[src/rtl/core/fcbm_pkg.sv]
// ----------------------------------------------------------------------------
// fcbm_pkg: shared types and constants for the chained-block file manager
// Item layouts, command and status codes, and datapath step codes.
// ----------------------------------------------------------------------------
package fcbm_pkg;

  localparam int NUM_BLOCKS       = 2048;
  localparam int BLOCK_BYTES      = 512;
  localparam int NUM_SLOTS        = 42;
  localparam int FIRST_DATA_BLOCK = 5;
  localparam int NAME_CHARS       = 7;

  localparam int BLK_W  = $clog2(NUM_BLOCKS);
  localparam int OFF_W  = $clog2(BLOCK_BYTES);
  localparam int SLOT_W = $clog2(NUM_SLOTS);
  localparam int CNT_W  = BLK_W + 1;
  localparam int SIZE_W = 16;
  localparam int NAME_W = 8 * NAME_CHARS;

  localparam logic [3:0] CMD_FORMAT  = 4'd0;
  localparam logic [3:0] CMD_CREATE  = 4'd1;
  localparam logic [3:0] CMD_DELETE  = 4'd2;
  localparam logic [3:0] CMD_OPEN_W  = 4'd3;
  localparam logic [3:0] CMD_WRITE   = 4'd4;
  localparam logic [3:0] CMD_CLOSE_W = 4'd5;
  localparam logic [3:0] CMD_OPEN_R  = 4'd6;
  localparam logic [3:0] CMD_READ    = 4'd7;
  localparam logic [3:0] CMD_CLOSE_R = 4'd8;

  localparam logic [3:0] ST_OK         = 4'd0;
  localparam logic [3:0] ST_NONE_OPEN  = 4'd1;
  localparam logic [3:0] ST_WRONG_DIR  = 4'd2;
  localparam logic [3:0] ST_EOF        = 4'd3;
  localparam logic [3:0] ST_EXISTS     = 4'd4;
  localparam logic [3:0] ST_DIR_FULL   = 4'd5;
  localparam logic [3:0] ST_NOT_FOUND  = 4'd6;
  localparam logic [3:0] ST_BUSY       = 4'd7;
  localparam logic [3:0] ST_DISK_FULL  = 4'd8;
  localparam logic [3:0] ST_SIZE_LIMIT = 4'd9;

  localparam logic [1:0] ACT_NONE  = 2'd0;
  localparam logic [1:0] ACT_LOAD  = 2'd1;
  localparam logic [1:0] ACT_FLUSH = 2'd2;

  typedef struct packed {
    logic [3:0]        cmd;
    logic [NAME_W-1:0] file_name;
  } in_item_t;

  typedef struct packed {
    logic [3:0]       status;
    logic [1:0]       disk_action;
    logic [BLK_W-1:0] disk_block;
    logic             byte_valid;
    logic [BLK_W-1:0] byte_block;
    logic [OFF_W-1:0] byte_offset;
  } out_item_t;

  typedef enum logic [4:0] {
    OP_NONE,
    OP_LOAD,
    OP_SCAN_RD,
    OP_SCAN_CMP,
    OP_FMT,
    OP_CREATE,
    OP_TAKE_RD,
    OP_TAKE_WR,
    OP_DEL_DIR,
    OP_DEL_LINK,
    OP_WALK_FIRST,
    OP_WALK_RD,
    OP_WALK_STEP,
    OP_RCROSS_RD,
    OP_FIN_ERR,
    OP_FIN_OK,
    OP_FIN_OPEN_R,
    OP_FIN_OPEN_W,
    OP_FIN_WRITE,
    OP_FIN_WRITE_X,
    OP_FIN_CLOSE_W,
    OP_FIN_CLOSE_R,
    OP_FIN_READ,
    OP_FIN_READ_X
  } dp_op_t;

  typedef struct packed {
    dp_op_t     op;
    logic [3:0] code;
  } dp_cmd_t;

  typedef struct packed {
    logic [3:0] cmd;
    logic       name_zero;
    logic       open_any;
    logic       read_mode;
    logic       size_max;
    logic       size_cross;
    logic       pos_eof;
    logic       pos_cross;
    logic       free_empty;
    logic       scan_last;
    logic       found;
    logic       found_open;
    logic       empty_none;
    logic       fmt_last;
    logic       walk_limit;
    logic       link_zero;
    logic       out_free;
  } dp_stat_t;

  // Keep characters up to the first zero byte.
  function automatic logic [NAME_W-1:0] trim_name(input logic [NAME_W-1:0] n);
    logic [NAME_W-1:0] o;
    logic              live;
    o    = '0;
    live = 1'b1;
    for (int k = 0; k < NAME_CHARS; k++) begin
      if (n[8*k +: 8] == 8'h00) live = 1'b0;
      if (live) o[8*k +: 8] = n[8*k +: 8];
    end
    return o;
  endfunction

endpackage

[src/rtl/core/fcbm_ctrl.sv]
// ----------------------------------------------------------------------------
// fcbm_ctrl: command sequencer of the file manager
// Checks each command, then steps the datapath through scans, walks and sweeps.
// ----------------------------------------------------------------------------
module fcbm_ctrl (
  input  logic               clk,
  input  logic               rst_n,
  input  logic               in_valid,
  output logic               in_stall,
  input  fcbm_pkg::dp_stat_t stat,
  output fcbm_pkg::dp_cmd_t  dcmd
);

  typedef enum logic [3:0] {
    S_IDLE,
    S_DISP,
    S_FMT,
    S_SCAN_RD,
    S_SCAN_CMP,
    S_SCANNED,
    S_WALK_RD,
    S_WALK_CHK,
    S_TAKE_RD,
    S_TAKE_WR,
    S_RLINK,
    S_FIN
  } state_t;

  state_t            state_r, state_nxt;
  fcbm_pkg::dp_op_t  fin_op_r, fin_op_nxt;
  logic [3:0]        fin_code_r, fin_code_nxt;
  logic              fin_req;
  fcbm_pkg::dp_op_t  fin_op;
  logic [3:0]        fin_code;

  assign in_stall = (state_r != S_IDLE);

  always_comb begin
    state_nxt    = state_r;
    fin_op_nxt   = fin_op_r;
    fin_code_nxt = fin_code_r;
    dcmd.op      = fcbm_pkg::OP_NONE;
    dcmd.code    = fcbm_pkg::ST_OK;
    fin_req      = 1'b0;
    fin_op       = fcbm_pkg::OP_FIN_OK;
    fin_code     = fcbm_pkg::ST_OK;

    unique case (state_r)
      S_IDLE: begin
        if (in_valid) begin
          dcmd.op   = fcbm_pkg::OP_LOAD;
          state_nxt = S_DISP;
        end
      end
      S_DISP: begin
        fin_op = fcbm_pkg::OP_FIN_ERR;
        unique case (stat.cmd)
          fcbm_pkg::CMD_FORMAT: begin
            if (stat.open_any) begin
              fin_req  = 1'b1;
              fin_code = fcbm_pkg::ST_BUSY;
            end else begin
              state_nxt = S_FMT;
            end
          end
          fcbm_pkg::CMD_CREATE, fcbm_pkg::CMD_DELETE: begin
            if (stat.name_zero) begin
              fin_req  = 1'b1;
              fin_code = fcbm_pkg::ST_NOT_FOUND;
            end else begin
              state_nxt = S_SCAN_RD;
            end
          end
          fcbm_pkg::CMD_OPEN_W, fcbm_pkg::CMD_OPEN_R: begin
            priority if (stat.open_any) begin
              fin_req  = 1'b1;
              fin_code = fcbm_pkg::ST_BUSY;
            end else if (stat.name_zero) begin
              fin_req  = 1'b1;
              fin_code = fcbm_pkg::ST_NOT_FOUND;
            end else begin
              state_nxt = S_SCAN_RD;
            end
          end
          fcbm_pkg::CMD_WRITE: begin
            fin_req = 1'b1;
            priority if (!stat.open_any) begin
              fin_code = fcbm_pkg::ST_NONE_OPEN;
            end else if (stat.read_mode) begin
              fin_code = fcbm_pkg::ST_WRONG_DIR;
            end else if (stat.size_max) begin
              fin_code = fcbm_pkg::ST_SIZE_LIMIT;
            end else if (stat.size_cross && stat.free_empty) begin
              fin_code = fcbm_pkg::ST_DISK_FULL;
            end else if (stat.size_cross) begin
              fin_req   = 1'b0;
              state_nxt = S_TAKE_RD;
            end else begin
              fin_op = fcbm_pkg::OP_FIN_WRITE;
            end
          end
          fcbm_pkg::CMD_CLOSE_W: begin
            fin_req = 1'b1;
            priority if (!stat.open_any) begin
              fin_code = fcbm_pkg::ST_NONE_OPEN;
            end else if (stat.read_mode) begin
              fin_code = fcbm_pkg::ST_WRONG_DIR;
            end else begin
              fin_op = fcbm_pkg::OP_FIN_CLOSE_W;
            end
          end
          fcbm_pkg::CMD_READ: begin
            fin_req = 1'b1;
            priority if (!stat.open_any) begin
              fin_code = fcbm_pkg::ST_NONE_OPEN;
            end else if (!stat.read_mode) begin
              fin_code = fcbm_pkg::ST_WRONG_DIR;
            end else if (stat.pos_eof) begin
              fin_code = fcbm_pkg::ST_EOF;
            end else if (stat.pos_cross) begin
              fin_req   = 1'b0;
              state_nxt = S_RLINK;
            end else begin
              fin_op = fcbm_pkg::OP_FIN_READ;
            end
          end
          fcbm_pkg::CMD_CLOSE_R: begin
            fin_req = 1'b1;
            priority if (!stat.open_any) begin
              fin_code = fcbm_pkg::ST_NONE_OPEN;
            end else if (!stat.read_mode) begin
              fin_code = fcbm_pkg::ST_WRONG_DIR;
            end else begin
              fin_op = fcbm_pkg::OP_FIN_CLOSE_R;
            end
          end
          default: begin
            fin_req = 1'b1;
            fin_op  = fcbm_pkg::OP_FIN_OK;
          end
        endcase
      end
      S_FMT: begin
        dcmd.op = fcbm_pkg::OP_FMT;
        if (stat.fmt_last) begin
          fin_op_nxt   = fcbm_pkg::OP_FIN_OK;
          fin_code_nxt = fcbm_pkg::ST_OK;
          state_nxt    = S_FIN;
        end
      end
      S_SCAN_RD: begin
        dcmd.op   = fcbm_pkg::OP_SCAN_RD;
        state_nxt = S_SCAN_CMP;
      end
      S_SCAN_CMP: begin
        dcmd.op   = fcbm_pkg::OP_SCAN_CMP;
        state_nxt = stat.scan_last ? S_SCANNED : S_SCAN_RD;
      end
      S_SCANNED: begin
        fin_op = fcbm_pkg::OP_FIN_ERR;
        unique case (stat.cmd)
          fcbm_pkg::CMD_CREATE: begin
            priority if (stat.found) begin
              fin_req  = 1'b1;
              fin_code = fcbm_pkg::ST_EXISTS;
            end else if (stat.empty_none) begin
              fin_req  = 1'b1;
              fin_code = fcbm_pkg::ST_DIR_FULL;
            end else if (stat.free_empty) begin
              fin_req  = 1'b1;
              fin_code = fcbm_pkg::ST_DISK_FULL;
            end else begin
              dcmd.op   = fcbm_pkg::OP_CREATE;
              state_nxt = S_TAKE_WR;
            end
          end
          fcbm_pkg::CMD_DELETE: begin
            priority if (!stat.found) begin
              fin_req  = 1'b1;
              fin_code = fcbm_pkg::ST_NOT_FOUND;
            end else if (stat.found_open) begin
              fin_req  = 1'b1;
              fin_code = fcbm_pkg::ST_BUSY;
            end else if (stat.free_empty) begin
              // chain becomes the whole free list
              dcmd.op      = fcbm_pkg::OP_DEL_DIR;
              fin_op_nxt   = fcbm_pkg::OP_FIN_OK;
              fin_code_nxt = fcbm_pkg::ST_OK;
              state_nxt    = S_FIN;
            end else begin
              dcmd.op   = fcbm_pkg::OP_DEL_DIR;
              state_nxt = S_WALK_RD;
            end
          end
          fcbm_pkg::CMD_OPEN_R: begin
            fin_req = 1'b1;
            if (!stat.found) begin
              fin_code = fcbm_pkg::ST_NOT_FOUND;
            end else begin
              fin_op = fcbm_pkg::OP_FIN_OPEN_R;
            end
          end
          default: begin
            if (!stat.found) begin
              fin_req  = 1'b1;
              fin_code = fcbm_pkg::ST_NOT_FOUND;
            end else begin
              dcmd.op   = fcbm_pkg::OP_WALK_FIRST;
              state_nxt = S_WALK_RD;
            end
          end
        endcase
      end
      S_WALK_RD, S_WALK_CHK: begin
        if ((state_r == S_WALK_RD && stat.walk_limit) ||
            (state_r == S_WALK_CHK && stat.link_zero)) begin
          // chain end reached
          if (stat.cmd == fcbm_pkg::CMD_DELETE) begin
            dcmd.op      = fcbm_pkg::OP_DEL_LINK;
            fin_op_nxt   = fcbm_pkg::OP_FIN_OK;
            fin_code_nxt = fcbm_pkg::ST_OK;
            state_nxt    = S_FIN;
          end else begin
            fin_req = 1'b1;
            fin_op  = fcbm_pkg::OP_FIN_OPEN_W;
          end
        end else if (state_r == S_WALK_RD) begin
          dcmd.op   = fcbm_pkg::OP_WALK_RD;
          state_nxt = S_WALK_CHK;
        end else begin
          dcmd.op   = fcbm_pkg::OP_WALK_STEP;
          state_nxt = S_WALK_RD;
        end
      end
      S_TAKE_RD: begin
        dcmd.op   = fcbm_pkg::OP_TAKE_RD;
        state_nxt = S_TAKE_WR;
      end
      S_TAKE_WR: begin
        dcmd.op      = fcbm_pkg::OP_TAKE_WR;
        fin_op_nxt   = (stat.cmd == fcbm_pkg::CMD_CREATE) ?
                       fcbm_pkg::OP_FIN_OK : fcbm_pkg::OP_FIN_WRITE_X;
        fin_code_nxt = fcbm_pkg::ST_OK;
        state_nxt    = S_FIN;
      end
      S_RLINK: begin
        dcmd.op      = fcbm_pkg::OP_RCROSS_RD;
        fin_op_nxt   = fcbm_pkg::OP_FIN_READ_X;
        fin_code_nxt = fcbm_pkg::ST_OK;
        state_nxt    = S_FIN;
      end
      S_FIN: begin
        if (stat.out_free) begin
          dcmd.op   = fin_op_r;
          dcmd.code = fin_code_r;
          state_nxt = S_IDLE;
        end
      end
      default: state_nxt = S_IDLE;
    endcase

    // finish now if the result register is free, else hold the step
    if (fin_req) begin
      if (stat.out_free) begin
        dcmd.op   = fin_op;
        dcmd.code = fin_code;
        state_nxt = S_IDLE;
      end else begin
        fin_op_nxt   = fin_op;
        fin_code_nxt = fin_code;
        state_nxt    = S_FIN;
      end
    end
  end

  always_ff @(posedge clk) begin
    if (!rst_n) begin
      state_r    <= S_IDLE;
      fin_op_r   <= fcbm_pkg::OP_FIN_OK;
      fin_code_r <= fcbm_pkg::ST_OK;
    end else begin
      state_r    <= state_nxt;
      fin_op_r   <= fin_op_nxt;
      fin_code_r <= fin_code_nxt;
    end
  end

endmodule

[config.mk]
export PLATFORM = sky130hd
export DESIGN_NAME = fcbm_ctrl
export DESIGN_NICKNAME = d
export VERILOG_FILES = /design/src/rtl/core/fcbm_pkg.sv /design/src/rtl/core/fcbm_ctrl.sv
export SDC_FILE = /design/constraint.sdc
export NUM_CORES = 1
export LEC_CHECK = 0
export BUFFER_PORTS_ARGS = -buffer_cell sky130_fd_sc_hd__buf_2
export CAP_MARGIN = 25
export CORE_MARGIN = 2
export CORE_UTILIZATION = 55
export CTS_BUF_LIST = sky130_fd_sc_hd__clkbuf_8
export DETAILED_ROUTE_END_ITERATION = 10
export HOLD_SLACK_MARGIN = 0.1
export PLACE_DENSITY = 0.78
export SYNTH_ARGS = -nofsm -noshare
export SYNTH_HDL_FRONTEND = slang
export SYNTH_SLANG_ARGS = --single-unit
[constraint.sdc]
create_clock -name clk -period 3.4 [get_ports clk]
set_clock_uncertainty 0.1 [all_clocks]
set_input_delay 0.51 -clock clk [delete_from_list [all_inputs] [get_ports clk]]
set_output_delay 0.51 -clock clk [all_outputs]
set_load 0.02 [all_outputs]
Yosys cells after proc, flatten, opt, wreduce, memory -nomap -nowiden. Cells that the tools add are included.

Output and inout bits: 10. Word-level logic and storage cells: 191. Register bits after elaboration: 13. Input port bits: 23.

Mux-type cells: 133. Reductions and logical operators: 13. Eq/ne operators: 42.

Operator list (count): two-way mux 4 bit (47); two-way mux 5 bit (28); != test 4 bit (second input constant) (18); case mux 5 bit (10 select lines) (1); case mux 5 bit (5 select lines) (2); case mux 4 bit (10 select lines) (1); two-way mux 3 bit (11); == test 4 x 3 -> 1 bit (second input constant) (8); case mux 4 bit (7 select lines) (1); two-way mux 9 bit (3); case mux 4 bit (3 select lines) (2); AND reduction 23 bit (1); two-way mux 1 bit (22); == test 4 bit (second input constant) (5); case mux 4 bit (5 select lines) (1); == test 4 x 2 -> 1 bit (second input constant) (4); case mux 4 bit (2 select lines) (2); case mux 4 bit (4 select lines) (1); case mux 5 bit (3 select lines) (1); two-way mux 2 bit (7); != test 3 bit (second input constant) (4); == test 4 x 1 -> 1 bit (second input constant) (2); logical NOT 4 bit (2); OR reduction 2 bit (4); other kinds (7) (10).

Logic depth before layout (Yosys ltp).
Depth after elaboration: 9. Depth in mapped cells: 9. Depth with buffers taken out: 6.

Worst setup path before layout. No wires, ideal clock.

Path type: input to output. Start point: input port stat[18] (netlist bit). End point: output port dcmd[3] (netlist bit). Slack: 355 ps. Buffers on the path: 1. Required time: 2790 ps. Stages: 7. Data arrival time: 2435 ps. Cell sequence: buf_4 > or4b_4 > a31oi_2 > nor4_2 > a21oi_1 > o21ai_0 > o21ai_0.

RTL lines: start, declared (line fcbm_ctrl.sv:10) `input fcbm_pkg::dp_stat_t stat,`; end, declared (line fcbm_ctrl.sv:11) `output fcbm_pkg::dp_cmd_t dcmd`.

==> out/results.env <==
MAX-VDD-IR-DROP_mV=0.279
MAXCAPVIOLCOUNT=0
CTS.REPAIR.RESIZED=0
SYNTH_SEQ_CELLS=13
FIN_SETUP_TNS_NS=0
CRITICAL_PATH_PEAK_FANOUT=21
PIN_COUNT=33
YS.WARNINGS.COUNT=0
SYNTH_TOP_AREA_FRAC=0.130
SYNTH.TOP_CELLS.BY_COUNT='sky130_fd_sc_hd__nand2_1 (32), sky130_fd_sc_hd__a21oi_1 (26), sky130_fd_sc_hd__nor2_1 (21), sky130_fd_sc_hd__o21ai_0 (21), sky130_fd_sc_hd__clkbuf_1 (17)'
CRIT_PATH_MAX_INCR_DELAY_NS=0.47
FIRST_PASS_ITERS=6
CTS-BUFFERS-INSERTED=3
GRT_UTIL_ALL_LAYERS=0.345
SYNTHFLOPTYPE='sky130_fd_sc_hd__dfxtp_1'
STARTING_DENSITY_OF_THE_CORE=0.585
MAXIMUM_NUMBER_OF_BUFFERS_FROM_CLOCK_ROOT_TO_SINK=2
INITIAL_ANTENNA_VIOLATION_COUNT=0
CRITPATHBUFINV=2
TIMING.HOLD.WORST.CLASS='flip-flop to flip-flop'
LEAKAGEPOWER_nW=0.897
STATUS='finished, final reports clean'
DESIGN.DIE.AREA_UM2=4130
CP.ARRIVAL_NS=2.68
DP_SLACK_NS=0.165
DP_HPWL_MM=5.28
FINALCRITICALPERIOD_NS=3.29
POSTCTSHOLDBUFS=0
CRIT_TYPE='input pin to primary output'
FINAL.PERIOD_UTILIZATION=0.968
GRT_MAX_DEGREE=23
SLEW_HEADROOM=0.595
CLOCK_TREE.ROOT_CELL='sky130_fd_sc_hd__clkbuf_8'
HOLD_PATH_STARTPOINT='fin_op_r[0]'
CP_COMMON_CELL='sky130_fd_sc_hd__buf_2'
CTS.SINK_COUNT=13
SYNTH_TOP_CELLS_BY_AREA='sky130_fd_sc_hd__dfxtp_1 (13%), sky130_fd_sc_hd__a21oi_1 (6.5%), sky130_fd_sc_hd__nand2_1 (6.0%)'
POST_LAYOUT_NONFILLER_INSTANCES=368
TOTALPOWERFINAL_mW=1.22
ROUTEDWLPERCELL_UM=18.9
CRITPATHTOPFAMILY='compound AO/OA/AOI/OAI gates'
REGTOREGSTARTPOINT='state_r[1]'
SYNTH_ENABLE_FLOP_CELLS=0
SETUP_SLACK_NS=0.108
FIRST_GLOBAL_VIAS=2304
SETUP_VIOL=0
CTS_TREE='done'
AREA_ADDED_BETWEEN_SYNTHESIS_AND_FINISH_PCT=14.6
GRT_OVERFLOW=0
GRT_FIRST_PASS_WIRELENGTH_MM=11.2
POWER.DENSITY_nW_PER_UM2=531
POSTCTSSETUPREPAIRBUFS=0
YOSYS.CELL_COUNT.TOP_TYPE='sky130_fd_sc_hd__nand2_1'
VIASPERCELL=6.99
PLACEMENTROWS=21
PLACE.PORT_BUFFERS=32
NETS=346
AVERAGE_FOOTPRINT_OF_A_SYNTHESIZED_CELL_UM2=6.85
CRITICAL_PATH_SLOWEST_STAGE_CELL='sky130_fd_sc_hd__nor4_2'
ELEMENT_TYPE_AT_THE_CRITICAL_PATH_END='primary output'
CP_CELL_SEQUENCE='buf_2, or4b_4, a31oi_2, nor4_2, a21o_1, a21oi_1, a2111o_1, buf_2'
ANTENNA_VIOLATING_NETS_POST_ROUTE=0
FINAL-MAX-SLEW-VIOLATION-COUNT=0
FINAL_LAYOUT_SIZE_SUFFIX_GT1_FRAC=0.233
POST-SYNTH-TOP-AREA-CELL='sky130_fd_sc_hd__dfxtp_1'
REMAINING_DRC_ERRORS=0
POSTSYNTH.ASYNCRESETSHARE=0
FINAL_HOLD_VIOL_COUNT=0
CORE-AREA_UM2=3420
RSZ0062_AT_GRT='false'
DIE_H_UM=64.3
CHIPWIDTH_UM=64.3
FINAL_CORE_UTIL=0.671
WORST-SLEW-PIN-TRANSITION_NS=0.592
CTS.REPORTEDPATHS.CLKPINSLEW_NS=0.06
SYNTH_SEQUENTIAL_AREA_RATIO=0.130
SYNTH_CELL_TYPE_COUNT=72
MAX_FREQ_MHz=304
SYNTHESIS.AREA_UM2=2000
DRT-INITIAL-DRC-COUNT=450
ANTENNA_CELLS=0
PLACEDCELLCOUNT=364
WORST-ENDPOINT-REQUIRED_NS=2.79
SETUP.WORST_PATH.START='stat[19]'
HTREE_LEVELS=1
SYNTHESIS.INSTANCES=292
SYNTH_NETS=315
ROUTED_WIRELENGTH_MM=6.97
CLKLATENCYLATEPIN_NS=0.25
ROUTABILITYCONGESTION=0.944
NUM_VIAS=2572
CRITICAL_PATH.STARTPOINT_TYPE='input pin'
-- power breakdown --
part	total (mW)	switching [mW]	leakage, nW	internal (mW)
combinational	0.818	0.484	0.765	0.334
sequential	0.254	0.0682	0.106	0.186
clock	0.146	0.0642	0.0255	0.0814
total	1.22	0.616	0.897	0.601
-- registers in the layout, indices dropped and copies added, names as in the netlist --
| signal | cells |
|---|---|
| fin_op_r | 5 |
| state_r | 4 |
| fin_code_r | 4 |
-- kinds of logic after synthesis --
group / Yosys count / synth area share
compound gates: 119 / 0.427
simple gates: 122 / 0.352
buf+inv: 36 / 0.0820
mux: 1 / 0.00501
flops: 13 / 0.130
xor+xnor: 1 / 0.00438
-- per-stage QoR --
stage / instance area, um^2 / hold slack (ns)
3_5_place_dp: 2240 / 0.420
3_3_place_gp: 2240 / 0.415
4_1_cts: 2290 / 0.433
2_1_floorplan: 2000 / 0.380
5_1_grt: 2290 / 0.451
6_report: 2290 / 0.443
-- worst paths after layout --
kind | to | slack [ns] | cells past startpoint
setup / recovery | dcmd[7] | 0.11 | 8
hold / removal | fin_op_r[0] | 0.44 | 2
setup reg to reg | fin_op_r[3] | 0.64 | 7
hold reg to reg | fin_op_r[0] | 0.44 | 2
-- worst reg2reg max path, stage by stage, from the launching register on --
cell,delay [ns]
sky130_fd_sc_hd__dfxtp_1,0.44
sky130_fd_sc_hd__buf_4,0.26
sky130_fd_sc_hd__nand3b_1,0.27
sky130_fd_sc_hd__nor3_1,0.51
sky130_fd_sc_hd__a41oi_4,0.12
sky130_fd_sc_hd__nor2_2,0.47
sky130_fd_sc_hd__nor3_1,0.13
sky130_fd_sc_hd__a221o_1,0.35
-- placed cells by master, fill, tap and decap left out, drive strengths merged, types with 6 or more instances in the layout --
cell type and count:
buf 53, nand2 32, a21oi 26, nor2 23, o21ai 22, nor3 13
dfxtp 13, nand2b 9, nor2b 9, inv 9, o211ai 7, a31oi 7
o22ai 6, nor4 6, or4b 6
-- layer usage --
layer | global-route usage | vias to the layer above | part of all wire
li1 | - | 1194 | -
met3 | 0.0616 | 23 | 0.11
met2 | 0.540 | 172 | 0.45
met1 | 0.467 | 1183 | 0.41
met5 | 0 | - | 0
met4 | 0.136 | 0 | 0.029
-- cell type report --
class,instances,area [um^2]
multi-input cells,243,1580
fillers,323,1120
repair buffers,53,318
flip-flops and latches,13,262
well taps,46,57.6
clock buffers,3,41.3
inverters,9,33.8
clock inverters,1,5.00
Note: power is estimated with default switching activity, not from simulation.
